===== src/hdl/mtfw_pkg.sv =====
`timescale 1ns / 1ps
// ----------------------------------------------------------------------------
// mtfw_pkg
// shared types and constants of the move-to-front window list
// ----------------------------------------------------------------------------
package mtfw_pkg;

  localparam int DEPTH_DEF = 16;
  localparam int ID_W      = 16;
  localparam int TAB_W     = 16;
  localparam int TAB_CNT_W = $clog2(TAB_W);

  localparam logic ACT_RUN    = 1'b0;
  localparam logic ACT_SWITCH = 1'b1;

  typedef struct packed {
    logic             action;
    logic [ID_W-1:0]  window_id;
    logic [TAB_W-1:0] tab_count;
  } in_word_t;

  typedef struct packed {
    logic [ID_W-1:0] selected_id;
    logic            dropped_oldest;
    logic            empty_error;
  } out_word_t;

  // per-cycle command broadcast to every cell
  typedef struct packed {
    logic push;
    logic scan;
    logic mtf;
  } cell_ctl_t;

endpackage


===== src/hdl/mtfw_cell.sv =====
`timescale 1ns / 1ps
// ----------------------------------------------------------------------------
// mtfw_cell
// one list position: holds an entry and passes the selected id forward
// ----------------------------------------------------------------------------
module mtfw_cell import mtfw_pkg::*; #(
  parameter int DEPTH = DEPTH_DEF,
  parameter int POS   = 0
) (
  input  logic                       clk,
  input  cell_ctl_t                  ctl,
  input  logic [$clog2(DEPTH)-1:0]   idx,
  input  logic [ID_W-1:0]            prev,
  input  logic [ID_W-1:0]            sel_in,
  output logic [ID_W-1:0]            entry,
  output logic [ID_W-1:0]            sel_out
);
  localparam int IW = $clog2(DEPTH);

  logic hit;
  logic upto;

  assign hit  = (idx == IW'(POS));
  assign upto = (IW'(POS) <= idx);

  always_ff @(posedge clk) begin
    if (ctl.push || (ctl.mtf && upto)) begin
      entry <= prev;
    end
    if (ctl.scan) begin
      sel_out <= hit ? entry : sel_in;
    end
  end

endmodule


===== config.mk =====
export PLATFORM = sky130hd
export DESIGN_NAME = mtfw_cell
export DESIGN_NICKNAME = d
export VERILOG_FILES = /design/src/hdl/mtfw_pkg.sv /design/src/hdl/mtfw_cell.sv
export SDC_FILE = /design/constraint.sdc
export NUM_CORES = 1
export LEC_CHECK = 0
export BUFFER_PORTS_ARGS = -buffer_cell sky130_fd_sc_hd__buf_2
export CAP_MARGIN = 10
export CORE_ASPECT_RATIO = 0.75
export CORE_MARGIN = 8
export CORE_UTILIZATION = 29
export DETAILED_ROUTE_END_ITERATION = 10
export PLACE_DENSITY = 0.69
export SLEW_MARGIN = 20
export SYNTH_ARGS = -nofsm -noshare
export SYNTH_HDL_FRONTEND = slang
export SYNTH_SLANG_ARGS = --single-unit

===== constraint.sdc =====
create_clock -name clk -period 1.4 [get_ports clk]
set_clock_uncertainty 0.2 [all_clocks]
set_input_delay 0 -clock clk [delete_from_list [all_inputs] [get_ports clk]]
set_output_delay 0 -clock clk [all_outputs]
set_load 0.005 [all_outputs]

==> flow_summary.toml <==
[pwr]
pwr_density_cell_nw_per_um2 = 1110
total_power_uw = 2280
power_leakage_uw = 0.000862
peakVddDrop_v = 0.000556

[min_path]
min_path_type = "in2reg"
whs_path_depth = 4

[final_layout]
multi_input_area_um2 = 208
register_area_um2 = 961
area_growth_pct = 73.8
n_fill_cell = 332
drive_above_1_share_pct = 59.5
post-route-cell-area_um2 = 2050
diodes = 0
nets = 202

[clock_network]
htree_levels = 2
path_clk_slew_ns = 0.06
clock-sinks = 32
root_buffer = "clkbuf_8"
worstSkewPairLatency_ns = 0.27
clk_path_buf_depth = 2
cts-buffers-inserted = 5
cts_tree = "yes"
ctsResizeCount = 0

[timing]
post-route-period-util_pct = 82.8
setup_viol = 0
fmax_ghz = 0.863
relSlewSlack_pct = 71.2
fin_crit_ns = 1.16
rsz0062_at_grt = "false"
fin_ws_ns = 0.241
slew_violations = 0
tightestPinTransition_ns = 0.432
hold_violations = 0

[synth]
syn_nets = 91
synth_compound_area_share_pct = 0
synth-simple-area-share_pct = 2.33
synthCells = 51
synth-seq-cells = 32
ys_types = 5
synth_area_leader_cell = "edfxtp_1"
synth_top_area_share_pct = 81.4
synthTopCellsByArea = "edfxtp_1 81%, mux2_2 15%, nor4_4 1.8%"
synth_top_family_by_area = "multiplexers"
synth_xor_area_share_pct = 0
synthAdderAreaFrac_pct = 0
avgSynthCellArea_um2 = 23.1
muxShareOfSynthArea_pct = 15.3
ys_seq_area_share_pct = 81.4
ys_warn_count = 0
syn-cell-area_um2 = 1180

[floorplan]
pin_count = 72
initial_utilization_pct = 29.7
die-area_um2 = 6390
die_w_um = 89.7
coreArea_um2 = 3980
die_h_um = 71.2
num_rows = 20

[placement]
dpl_worst_slack_ns = -0.0395
port_buffers = 71
placed_area_um2 = 1610
place.gp.congestion = 0.724

[detailed_routing]
ant_nets = 0
initialDrtViolationCount = 37
drt-wirelength-per-cell_um = 14.7
drc_errors = 0
wl_um = 3210
vias = 887
drt-pass1-iter-count = 4
via_per_inst = 4.07

[grt]
grt-ovfl-total = 0
grt_max_degree = 17
antenna_found_initial = 0
grt_pass1_vias = 1027
grt_usage_pct = 9.87
grt_pass1_wl_um = 4620

[job]
max-cap-violations = 0

[setup_path]
crit_type = "in2reg"
crit_path_start_kind = "input pin"
reg2regPathDepth = 1
crit_buf_inv = 2
cp_top_family = "buffers and inverters"
cp.depth = 2
path_max_fanout = 16
arrival_ns = 0.89
critPathMaxStageDelay_ns = 0.53
end_kind = "flip-flop"
slowest_stage = "dlygate4sd3_1"
crit_required_ns = 1.13
path_cells = "dlygate4sd3_1 -> buf_2"

[status]
status = "finished, final reports clean"
[cells in the mapped netlist (all sizes together)]
master,count
mux2,16
nor4,1
edfxtp,32
buf,1
or2,1
[area by class of cell]
| cell class | count | area share (%) |
|---|---|---|
| sequential | 32 | 46.9 |
| timing repair buffer | 105 | 34.4 |
| multi-input combinational | 18 | 10.1 |
| clock buffer | 6 | 3.54 |
| tap | 55 | 3.36 |
| clock inverter | 2 | 1.71 |
[through the flow]
step	cells	setup TNS, ns	hold slack, ns	utilization (%)
floorplan	51	-0.145	-0.101	-
global placement	177	-0.121	-0.0236	40.5
detailed placement	177	-0.458	-0.0189	40.5
CTS	218	0	0.119	51.5
global route	218	0	0.118	51.5
finish	218	0	0.130	51.5
[registers in the layout, indices dropped and copies added, names as in the netlist]
name     count
sel_out     16
entry       16
[power by group]
| group | switching (uW) | total [uW] | internal, uW |
|---|---|---|---|
| combinational | 99.8 | 272 | 172 |
| clock | 316 | 843 | 527 |
| sequential | 26.4 | 1170 | 1140 |
| total | 442 | 2280 | 1840 |
[worst min-delay path: cells and delay by family]
family        cells  cell delay [ns]
buf+inv           2             0.24
mux               1             0.21
simple gates      1             0.04
[layer usage]
layer  part of all wire [%]  vias up  GRT usage (%)
met5                      0        -              0
met4                   0.65        0           3.86
met3                     12        2           5.26
met2                     48       55           17.7
met1                     40      407           9.04
li1                       -      423              -
[cell usage in the layout, fill, tap and decap left out]
cell type,n
bufinv_16,1
clkbuf_1,1
nor4_4,1
dlygate4sd3_1,33
buf_2,71
clkbuf_8,5
mux2_2,16
buf_12,1
edfxtp_1,32
clkinv_2,1
or2_2,1
[worst paths after layout]
check,startpoint,to,slack (ns)
setup reg to reg,entry[1]$_DFFE_PP_,sel_out[1]$_DFFE_PP_,0.29
setup / recovery,ctl[1],sel_out[13]$_DFFE_PP_,0.24
hold / removal,idx[2],sel_out[11]$_DFFE_PP_,0.13
hold reg to reg,entry[10]$_DFFE_PP_,sel_out[10]$_DFFE_PP_,0.38
[what timing repair did]
item                       CTS  global route
setup buffers                0             0
hold endpoints to repair    48             0
hold buffers                33             0
setup endpoints to repair    0             0
[logic make-up after synthesis]
group	Yosys count
buffers and inverters	1
flip-flops	32
AND/OR/NAND/NOR	2
multiplexers	16
No activity file was read; power rests on OpenSTA's default activity.
