==> src/hdl/mtfw_pkg.sv <==
`timescale 1ns / 1ps
// ----------------------------------------------------------------------------
// mtfw_pkg
// shared types and constants of the move-to-front window list
// ----------------------------------------------------------------------------
package mtfw_pkg;

  localparam int DEPTH_DEF = 16;
  localparam int ID_W      = 16;
  localparam int TAB_W     = 16;
  localparam int TAB_CNT_W = $clog2(TAB_W);

  localparam logic ACT_RUN    = 1'b0;
  localparam logic ACT_SWITCH = 1'b1;

  typedef struct packed {
    logic             action;
    logic [ID_W-1:0]  window_id;
    logic [TAB_W-1:0] tab_count;
  } in_word_t;

  typedef struct packed {
    logic [ID_W-1:0] selected_id;
    logic            dropped_oldest;
    logic            empty_error;
  } out_word_t;

  // per-cycle command broadcast to every cell
  typedef struct packed {
    logic push;
    logic scan;
    logic mtf;
  } cell_ctl_t;

endpackage

==> src/hdl/mtfw_rem.sv <==
`timescale 1ns / 1ps
// ----------------------------------------------------------------------------
// mtfw_rem
// restoring remainder unit, one dividend bit per cycle
// ----------------------------------------------------------------------------
module mtfw_rem import mtfw_pkg::*; #(
  parameter int DEPTH = DEPTH_DEF
) (
  input  logic                         clk,
  input  logic                         rst,
  input  logic                         start,
  input  logic [TAB_W-1:0]             dividend,
  input  logic [$clog2(DEPTH+1)-1:0]   divisor,
  output logic                         done,
  output logic [$clog2(DEPTH+1)-1:0]   rem
);
  localparam int CW = $clog2(DEPTH + 1);

  logic                 busy;
  logic [TAB_CNT_W-1:0] cnt;
  logic [TAB_W-1:0]     dsh;
  logic [CW-1:0]        r;
  logic [CW:0]          trial;
  logic [CW:0]          diff;
  logic [CW-1:0]        r_next;

  always_comb begin
    trial  = {r, dsh[TAB_W-1]};
    diff   = trial - {1'b0, divisor};
    r_next = (trial >= {1'b0, divisor}) ? diff[CW-1:0] : trial[CW-1:0];
  end

  always_ff @(posedge clk) begin
    if (rst) begin
      busy <= 1'b0;
      done <= 1'b0;
      cnt  <= '0;
    end else begin
      done <= 1'b0;
      if (start) begin
        busy <= 1'b1;
        cnt  <= '0;
        dsh  <= dividend;
        r    <= '0;
      end else if (busy) begin
        r   <= r_next;
        dsh <= {dsh[TAB_W-2:0], 1'b0};
        cnt <= cnt + 1'b1;
        if (cnt == TAB_CNT_W'(TAB_W - 1)) begin
          busy <= 1'b0;
          done <= 1'b1;
        end
      end
    end
  end

  assign rem = r;

endmodule

==> config.mk <==
export PLATFORM = sky130hd
export DESIGN_NAME = mtfw_rem
export DESIGN_NICKNAME = d
export VERILOG_FILES = /design/src/hdl/mtfw_pkg.sv /design/src/hdl/mtfw_rem.sv
export SDC_FILE = /design/constraint.sdc
export NUM_CORES = 1
export LEC_CHECK = 0
export ABC_AREA = 1
export BUFFER_PORTS_ARGS = -buffer_cell sky130_fd_sc_hd__buf_2
export CAP_MARGIN = 30
export CORE_MARGIN = 1
export CORE_UTILIZATION = 57
export CTS_CLUSTER_SIZE = 8
export DETAILED_ROUTE_END_ITERATION = 6
export PLACE_DENSITY = 0.94
export SLEW_MARGIN = 20
export SYNTH_ARGS = -nofsm -noshare
export SYNTH_HDL_FRONTEND = slang
export SYNTH_SLANG_ARGS = --single-unit
==> constraint.sdc <==
create_clock -name clk -period 2.7 [get_ports clk]
set_input_delay 0.27 -clock clk [delete_from_list [all_inputs] [get_ports clk]]
set_output_delay 0.27 -clock clk [all_outputs]
set_load 0.1 [all_outputs]
==> out/metrics.cfg, run 1 <==
[status]
status=finished clean

[synth]
yosysTopAreaCell=edfxtp_1
synth_cell_type_count=19
avgSynthCellArea_um2=8.19
synth_top_area_share_pct=44.2
yosysSeqAreaShare_pct=52.7
async_flop_share_pct=0
synth-seq-cells=27
synth_fp_nets=205
netlist_instances=174
netlist_area_um2=1430
synth_warnings=0
synth_ff_type=edfxtp_1
synthTopCellsByArea=edfxtp_1 (44%), nand2_1 (18%), dfxtp_1 (8.4%), inv_1 (6.8%), ha_1 (5.3%)
synth_enable_flop_cells=21

[power_and_ir_drop]
sw_frac_of_total_pct=31.0
power_uw=866
p_int_uw=598
p_sw_uw=268
p_comb_share_pct=23.6
p_leak_nw=0.829
seqPwrFrac_pct=56.9
p_per_area_nw_per_um2=537
power.share.clock_pct=19.5
ir_drop_mv=0.435

[timing]
final.setup.tns_ps=0
timing.final.ws_setup_ps=870
hold_viol=0
skew_ps=2.19
slew_viol_final=0
finalHoldWorstSlack_ps=198
clock.fmax_ghz=0.547
rsz0062_at_grt=false
period_share_pct=67.8
setup_violations=0
slew_headroom_pct=48.7
fin_crit_ps=1830
worst_pin_slew_ps=768

[clocking]
clock_latency_ps=310
htree_num_levels=1
clkTransAtPathRegs_ps=140
cts_tree=built
cts.hold.buffers_added=0
cts_buffer_depth=2
clock-sinks=27
post-cts-setup-buffer-count=0
cts_root_buf=clkbuf_4
cts_resized=0
cts_buffers=3

[critical_path]
path_class=register to register
cp-start-kind=register
critPathMaxStageDelay_ps=420
crit_start=dsh[15]
arrival_ps=2020
r2r-start=dsh[15]
required_ps=2890
crit_path_end=rem[3]
worst_setup_path_end_kind=register
cpMostUsedCell=inv_1
reg2reg_to=rem[3]
rrSetupSlack_ps=870
r2r_cells=11
path_max_fanout=5
slowest_stage=fa_1
timing.critical_path.cells=inv_1, ha_1, inv_1, fa_1, inv_1, nand2_1, inv_1, nor2_1, nor2_2, nor2_1, nor2_1

[floorplanning]
die-area_um2=2700
die_w_um=52
die_h_um=52
ios=30
rows=17
core-area_um2=2280
initial_core_util_pct=62.6

[cells_and_area]
fillCellCount=182
final_core_util_pct=70.9
n_antenna_cell=0
layout_commonest_cell=nand2_1
final_cell_mix=nand2_1 (69), buf_2 (29), inv_1 (26), edfxtp_1 (21), nor2_1 (18)
nets=235
synthToLayoutAreaGrowth_pct=13.2
multi_input_area_um2=557
seqCellArea_um2=751
drive_above_1_share_pct=17.2
fin_area_um2=1610
final_cells=231

[global_route]
grt_max_degree=22
grt_pass1_vias=1011
grt_pass1_wl_um=3980
antenna_found_initial=0
track_usage_pct=20.4
globalRouteOverflowTotal=0

[placed_design]
place_congestion=0.810
port_buffers=29
place_ws_ps=876
dp_hpwl_um=1830
place_area_um2=1590
dpl.cell_count=227

[drt]
ant_nets=0
detail_route.wl_per_cell_um=10.6
drt-total-wl_um=2450
first_pass_iters=4
drc=0
drt_iter0_markers=15
num_vias=1155
via_per_inst=5.00

[worst_hold_path]
hold_path.class=input pin to register

[job]
drv_cap=0

cell type report:
class                           instances  share of cell area, %
Sequential cell                        27                   46.5
Multi-Input combinational cell        117                   34.5
Timing Repair Buffer                   29                   9.00
Inverter                               26                   6.05
Tap cell                               28                   2.17
Clock buffer                            3                   1.40
Clock inverter                          1                  0.310
worst max-delay path, delay by kind of cell (launching register included):
kind	cells	cell delay, ps
buf+inv	4	280
flops	1	400
fa+ha+maj	2	560
simple gates	5	470
worst min path at each step:
stage	startpoint	end	slack, ps	cells past startpoint
6_report	dividend[0]	dsh[0]	200	3
5_1_grt	dividend[0]	dsh[0]	190	3
4_1_cts	dividend[0]	dsh[0]	190	3
3_5_place_dp	cnt[3]	done	480	2
3_3_place_gp	cnt[3]	done	480	2
2_1_floorplan	dividend[0]	dsh[0]	440	2
state kept, by name, summed over array words and instances (netlist names):
register / flops
cnt: 4
busy: 1
rem: 5
done: 1
dsh: 16
power groups by stage:
stage / clock network, mW / registers, mW / logic, mW
after global placement: 0 / 0.502 / 0.199
after detailed placement: 0 / 0.502 / 0.204
final: 0.169 / 0.493 / 0.204
after global routing: 0.188 / 0.496 / 0.230
after CTS: 0.174 / 0.493 / 0.205
after floorplan: 0 / 0.549 / 0.111
layer usage:
metal / wire, um / global-route usage [%] / vias up
met1: 1120 / 25.5 / 521
met2: 1190 / 34.0 / 28
met3: 106 / 2.34 / 2
met4: 30 / 11.3 / 0
met5: 0 / 0 / -
li1: - / - / 604
synth_stat cells, types with 3 or more instances:
library cell / count
nand2_1: 69
inv_1: 26
edfxtp_1: 21
nor2_1: 18
nand3_1: 9
dfxtp_1: 6
ha_1: 6
buf_2: 4
a21oi_1: 3
nor3_1: 3
logic make-up after synthesis:
family                   share of synthesized area, %
adder cells (fa/ha/maj)                          6.67
AO/OA/AOI/OAI                                    1.93
buffers and inverters                            8.25
flip-flops                                       52.7
AND/OR/NAND/NOR                                  29.2
XOR/XNOR                                         1.23
Power figures use the tool's default switching activity.
==> run 2: changes to the inputs <==
CORE_UTILIZATION = 53   (was 57)
PLACE_DENSITY = 0.89   (was 0.94)
clock period = 1.7 ns   (was 2.7 ns; I/O delays follow)
==> out/metrics.cfg, run 2 (synthesis results as in run 1) <==
[status]
status=complete, but fails checks
failed_checks=setup timing

[cells_and_area]
fin_area_um2=1740  ; +8.1%
n_antenna_cell=0  ; unchanged
layout_commonest_cell=nand2_1
synthToLayoutAreaGrowth_pct=22.3
top_register=dsh
final_cell_mix=nand2_1 (68), buf_2 (29), inv_1 (22), edfxtp_1 (21), nor2_1 (16)
largest_reg_flops=16  ; unchanged
nets=240  ; +2.1%
drive_above_1_share_pct=26.0  ; +8.7 points

[timing]
timing.final.ws_setup_ps=-59.0  ; -929 ps
slew_viol_final=0  ; unchanged
skew_ps=3.30  ; +1.11 ps
fin_crit_ps=1760  ; -70.7 ps
finalHoldWorstSlack_ps=87.2  ; -110 ps
worst_pin_slew_ps=488  ; -280 ps
setup_violations=5  ; +5
clock.fmax_ghz=0.569  ; +4.0%
hold_viol=0  ; unchanged
rsz0062_at_grt=true
period_share_pct=103  ; +36 points
slew_headroom_pct=67.7  ; +19 points

[placed_design]
place_area_um2=1650  ; +4.3%
place_ws_ps=-57.2  ; -933 ps
port_buffers=29  ; unchanged
dp_hpwl_um=1910  ; +4.3%
place_congestion=0.851  ; +5.2%

[global_route]
grtUsageMet3_pct=5.93  ; +3.6 points
grt_pass1_wl_um=4370  ; +9.9%
grt_busiest_layer=met2
grt_use_met1_pct=25.1  ; -0.39 points
grtUsageMet2_pct=38.1  ; +4.1 points
grt_max_degree=21  ; -4.5%
grt_pass1_vias=1063  ; +5.1%
globalRouteOverflowTotal=0  ; unchanged
antenna_found_initial=0  ; unchanged
track_usage_pct=21.6  ; +1.2 points

[critical_path]
rrSetupSlack_ps=-60  ; -930 ps
required_ps=1910  ; -980 ps
arrival_ps=1970  ; -50 ps
cp-start-kind=register
r2r_cells=11  ; unchanged
crit_start=dsh[15]
r2r-start=dsh[15]
path_class=register to register
path_max_fanout=5  ; unchanged
worst_setup_path_end_kind=register
reg2reg_to=rem[3]

[worst_hold_path]
min_from=dividend[0]
hold_depth=3  ; unchanged
hold_path.class=input pin to register
min_to=dsh[0]

[clocking]
cts_tree=built
clkTransAtPathRegs_ps=150  ; about the same
cts_root_buf=clkbuf_4
htree_num_levels=1  ; unchanged
clock-sinks=27  ; unchanged
cts.hold.buffers_added=0  ; unchanged
cts_buffers=3  ; unchanged
clock_latency_ps=340  ; +30 ps
cts_buffer_depth=2  ; unchanged

[floorplanning]
die-area_um2=2900  ; +7.3%
initial_core_util_pct=57.0  ; -5.6 points
rows=18  ; +1
ios=30  ; unchanged
die_h_um=53.9  ; +3.6%
die_w_um=53.9  ; +3.6%
core-area_um2=2500  ; +9.8%

[job]
drv_cap=0  ; unchanged

[drt]
drc=0  ; unchanged
via_per_inst=4.87  ; -2.5%
ant_nets=0  ; unchanged
drt_iter0_markers=13  ; -2
drt-total-wl_um=2660  ; +8.7%
detail_route.wl_per_cell_um=11.2  ; +5.5%
first_pass_iters=4  ; unchanged
num_vias=1160  ; +0.43%

[power_and_ir_drop]
ir_drop_mv=0.724  ; +66%
p_per_area_nw_per_um2=838  ; +56%
p_leak_nw=0.854  ; +3.1%

==> run 2: cell count changes in the layout (fill, tap and decap cells not counted), sizes merged <==
cell,delta
buf,+5
clkinv,-1
inv,+1
==> run 2: worst max-delay path by stage <==
stage / end / slack (ps) / cells past startpoint
6_report: rem[3] / -60 / 11
4_1_cts: rem[2] / -40 / 11
3_3_place_gp: rem[2] / 40 / 11
5_1_grt: rem[3] / -170 / 11
2_1_floorplan: rem[1] / -370 / 8
3_5_place_dp: rem[0] / -60 / 11
==> run 2: critical path, cell delays in order, from the launching register on <==
cell	delay, ps
edfxtp_1	400
inv_2	80
ha_4	120
inv_2	40
fa_2	390
inv_2	100
nand2_4	60
inv_2	60
nor2_2	40
nor2_4	160
nor2_1	70
nor2_1	100
==> run 2: repair_timing <==
| item | 4_1_cts | 5_1_grt |
|---|---|---|
| setup buffers | 2 | 0 |
| endpoints found under the setup margin | 5 | 5 |
| gates resized for setup | 10 | 3 |
| pin swaps | 8 | 8 |
==> run 2: metrics by stage <==
step	instances	TNS [ps]	utilization, %	total power [mW]
after global routing	238	-701	69.7	1.54
after detailed placement	232	-229	66.2	1.15
after floorplan	174	-1830	-	1.06
after global placement	232	0	66.2	1.14
final	238	-203	69.7	1.46
after CTS	238	-155	69.2	1.46
==> run 2: area by class of cell <==
type	instances	area, um2
clock buffer	3	22.5
clock inverter	1	8.76
fill	210	757
inverter	26	97.6
multi-input combinational	117	643
sequential	27	751
tap	30	37.5
timing repair buffer	34	183
==> run 2: layer usage <==
layer,wire [um],part of all wire [%],vias up
met2,1380,52,26
met1,1160,43,520
met4,26,0.98,0
li1,-,-,610
met3,91,3.4,4
met5,0,0,-
==> run 2: power breakdown <==
| group | internal [mW] | switching [mW] | total [mW] | leakage (nW) |
|---|---|---|---|---|
| logic | 0.126 | 0.251 | 0.377 | 0.584 |
| registers | 0.764 | 0.0232 | 0.787 | 0.252 |
| clock network | 0.0963 | 0.199 | 0.296 | 0.0183 |
==> run 3: changes to the inputs <==
CORE_ASPECT_RATIO = 1.2   (was not set)
CORE_UTILIZATION = 56   (was 53)
CTS_BUF_LIST = sky130_fd_sc_hd__clkbuf_4 sky130_fd_sc_hd__clkbuf_8   (was not set)
PLACE_DENSITY = 0.93   (was 0.89)
==> out/metrics.cfg, run 3 (synthesis results as in run 1) <==
[status]
status=complete, but fails checks
failed_checks=setup timing

[timing]
skew_ps=5.39  ; +2.09 ps
setup_violations=5  ; unchanged
timing.final.ws_setup_ps=-22.3  ; +36.7 ps
clock.fmax_ghz=0.581  ; +2.1%
rsz0062_at_grt=true
hold_viol=0  ; unchanged
slew_headroom_pct=67.8  ; +0.12 points
slew_viol_final=0  ; unchanged
worst_pin_slew_ps=487  ; -1.80 ps
finalHoldWorstSlack_ps=108  ; +20.9 ps
period_share_pct=101  ; -2.2 points
final.setup.tns_ps=-54.5  ; +149 ps
fin_crit_ps=1720  ; -36.7 ps

[global_route]
globalRouteOverflowTotal=0  ; unchanged
grt_pass1_vias=1182  ; +11%
antenna_found_initial=0  ; unchanged
track_usage_pct=22.7  ; +1.1 points
grt_max_degree=22  ; +4.8%
grt_pass1_wl_um=4520  ; +3.3%

[cells_and_area]
largest_reg_flops=16  ; unchanged
n_antenna_cell=0  ; unchanged
final_cell_mix=nand2_1 (68), buf_2 (29), inv_1 (22), edfxtp_1 (21), nor2_1 (14)
drive_above_1_share_pct=30.0  ; +4.0 points
layout_commonest_cell=nand2_1
top_register=dsh
synthToLayoutAreaGrowth_pct=28.0
nets=249  ; +3.8%

[critical_path]
timing.critical_path.cells=inv_2, ha_4, inv_2, fa_2, inv_2, nand2_4, inv_2, nor2_2, nor2_4, nor2_1, nor2_1
cp-start-kind=register
slowest_stage=edfxtp_1
reg2reg_to=rem[1]
path_max_fanout=5  ; unchanged
cpMostUsedCell=inv_2
r2r-start=dsh[15]
worst_setup_path_end_kind=register
path_class=register to register
r2r_cells=11  ; unchanged
required_ps=1890  ; -20 ps
rrSetupSlack_ps=-20  ; +40 ps
critPathMaxStageDelay_ps=400  ; about the same
arrival_ps=1910  ; -60 ps

[floorplanning]
die_w_um=48.1  ; -11%
ios=30  ; unchanged
die-area_um2=2750  ; -5.1%
die_h_um=57.3  ; +6.3%
core-area_um2=2350  ; -5.9%
rows=19  ; +1
initial_core_util_pct=60.6  ; +3.5 points

[drt]
first_pass_iters=4  ; unchanged
ant_nets=0  ; unchanged
drt_iter0_markers=31  ; +18
num_vias=1215  ; +4.7%
via_per_inst=4.90  ; +0.52%
detail_route.wl_per_cell_um=11.2  ; +0.16%
drt-total-wl_um=2770  ; +4.4%
drc=0  ; unchanged

[placed_design]
place_congestion=0.819  ; -3.8%
dp_hpwl_um=2040  ; +7.3%
port_buffers=29  ; unchanged

[worst_hold_path]
hold_depth=3  ; unchanged
min_from=dividend[9]
min_to=dsh[9]
hold_path.class=input pin to register

[power_and_ir_drop]
p_sw_uw=461  ; -2.6%
p_per_area_nw_per_um2=812  ; -3.1%
power_mw=1.48  ; +1.4%
p_comb_share_pct=27.4  ; +1.5 points
power.share.clock_pct=19.3  ; -0.9 points
seqPwrFrac_pct=53.3  ; -0.6 points
ir_drop_mv=0.762  ; +5.3%
p_leak_nw=0.897  ; +5.0%
sw_frac_of_total_pct=31.1  ; -1.3 points
p_int_mw=1.02  ; +3.4%

[clocking]
cts_buffers=3  ; unchanged
clock-sinks=27  ; unchanged
cts_buffer_depth=2  ; unchanged
clock_latency_ps=320  ; -20 ps
htree_num_levels=1  ; unchanged
cts_tree=built
clkTransAtPathRegs_ps=140  ; about the same
cts_root_buf=clkbuf_4

[job]
drv_cap=0  ; unchanged

## run 3: cell types whose count changed in the layout (fill, tap and decap cells not counted)
cell,delta
inv_6,-1
clkbuf_4,+1
buf_6,+1
nor2_2,+1
nor2_4,+1
buf_4,+8
nor2_1,-2
## run 3: critical path, delay by kind of cell, from the launching register on
kind / cells / cell delay, ps
simple gates: 5 / 430
fa+ha+maj: 2 / 500
flops: 1 / 400
buf+inv: 4 / 260
## run 3: routing by layer
metal  share of wire (%)  global-route usage [%]  routed length (um)  up-vias
met2                  52                    39.6                1440       39
met4                 2.2                    7.94                  61        0
met1                  42                    27.4                1160      541
met3                 3.8                    3.16                 105        8
met5                   0                       0                   0        -
li1                    -                       -                   -      627
## run 3: worst max-delay path by stage
stage / to / cells after the start / start / slack [ps]
CTS: rem[4] / 10 / dsh[15] / -40
finish: rem[1] / 11 / dsh[15] / -20
global placement: rem[1] / 11 / dsh[15] / 30
global route: rem[2] / 11 / dsh[15] / -120
floorplan: rem[1] / 8 / rem[0] / -370
detailed placement: rem[1] / 11 / dsh[15] / -60
## run 3: layout make-up
class	instances	area [um2]
clock buffers	4	30.0
multi-input cells	117	653
fillers	166	529
repair buffers	43	254
flip-flops and latches	27	751
inverters	26	97.6
well taps	31	38.8
## run 3: what timing repair did
item | CTS | global route
hold buffers | 0 | 0
setup endpoints to repair | 5 | 5
pin swaps | 10 | 7
buffers inserted | 11 | 0
resized for setup | 12 | 5
## run 3: power by group through the flow
stage                     clock network [mW]  logic, mW  registers, mW
after floorplan                            0      0.190          0.874
after global placement                     0      0.340          0.799
after detailed placement                   0      0.352          0.802
after CTS                              0.282      0.394          0.788
after global routing                   0.311      0.448          0.794
final                                  0.285      0.406          0.789
## run 3: stage by stage
stage	instances	cell area, um2	util, %	setup WS (ps)
after floorplan	174	1470	-	-369
final	248	1820	77.5	-22.3
after global placement	234	1660	70.7	34.9
after CTS	248	1800	76.7	-41.3
after global routing	248	1820	77.5	-122
after detailed placement	234	1660	70.7	-55.2
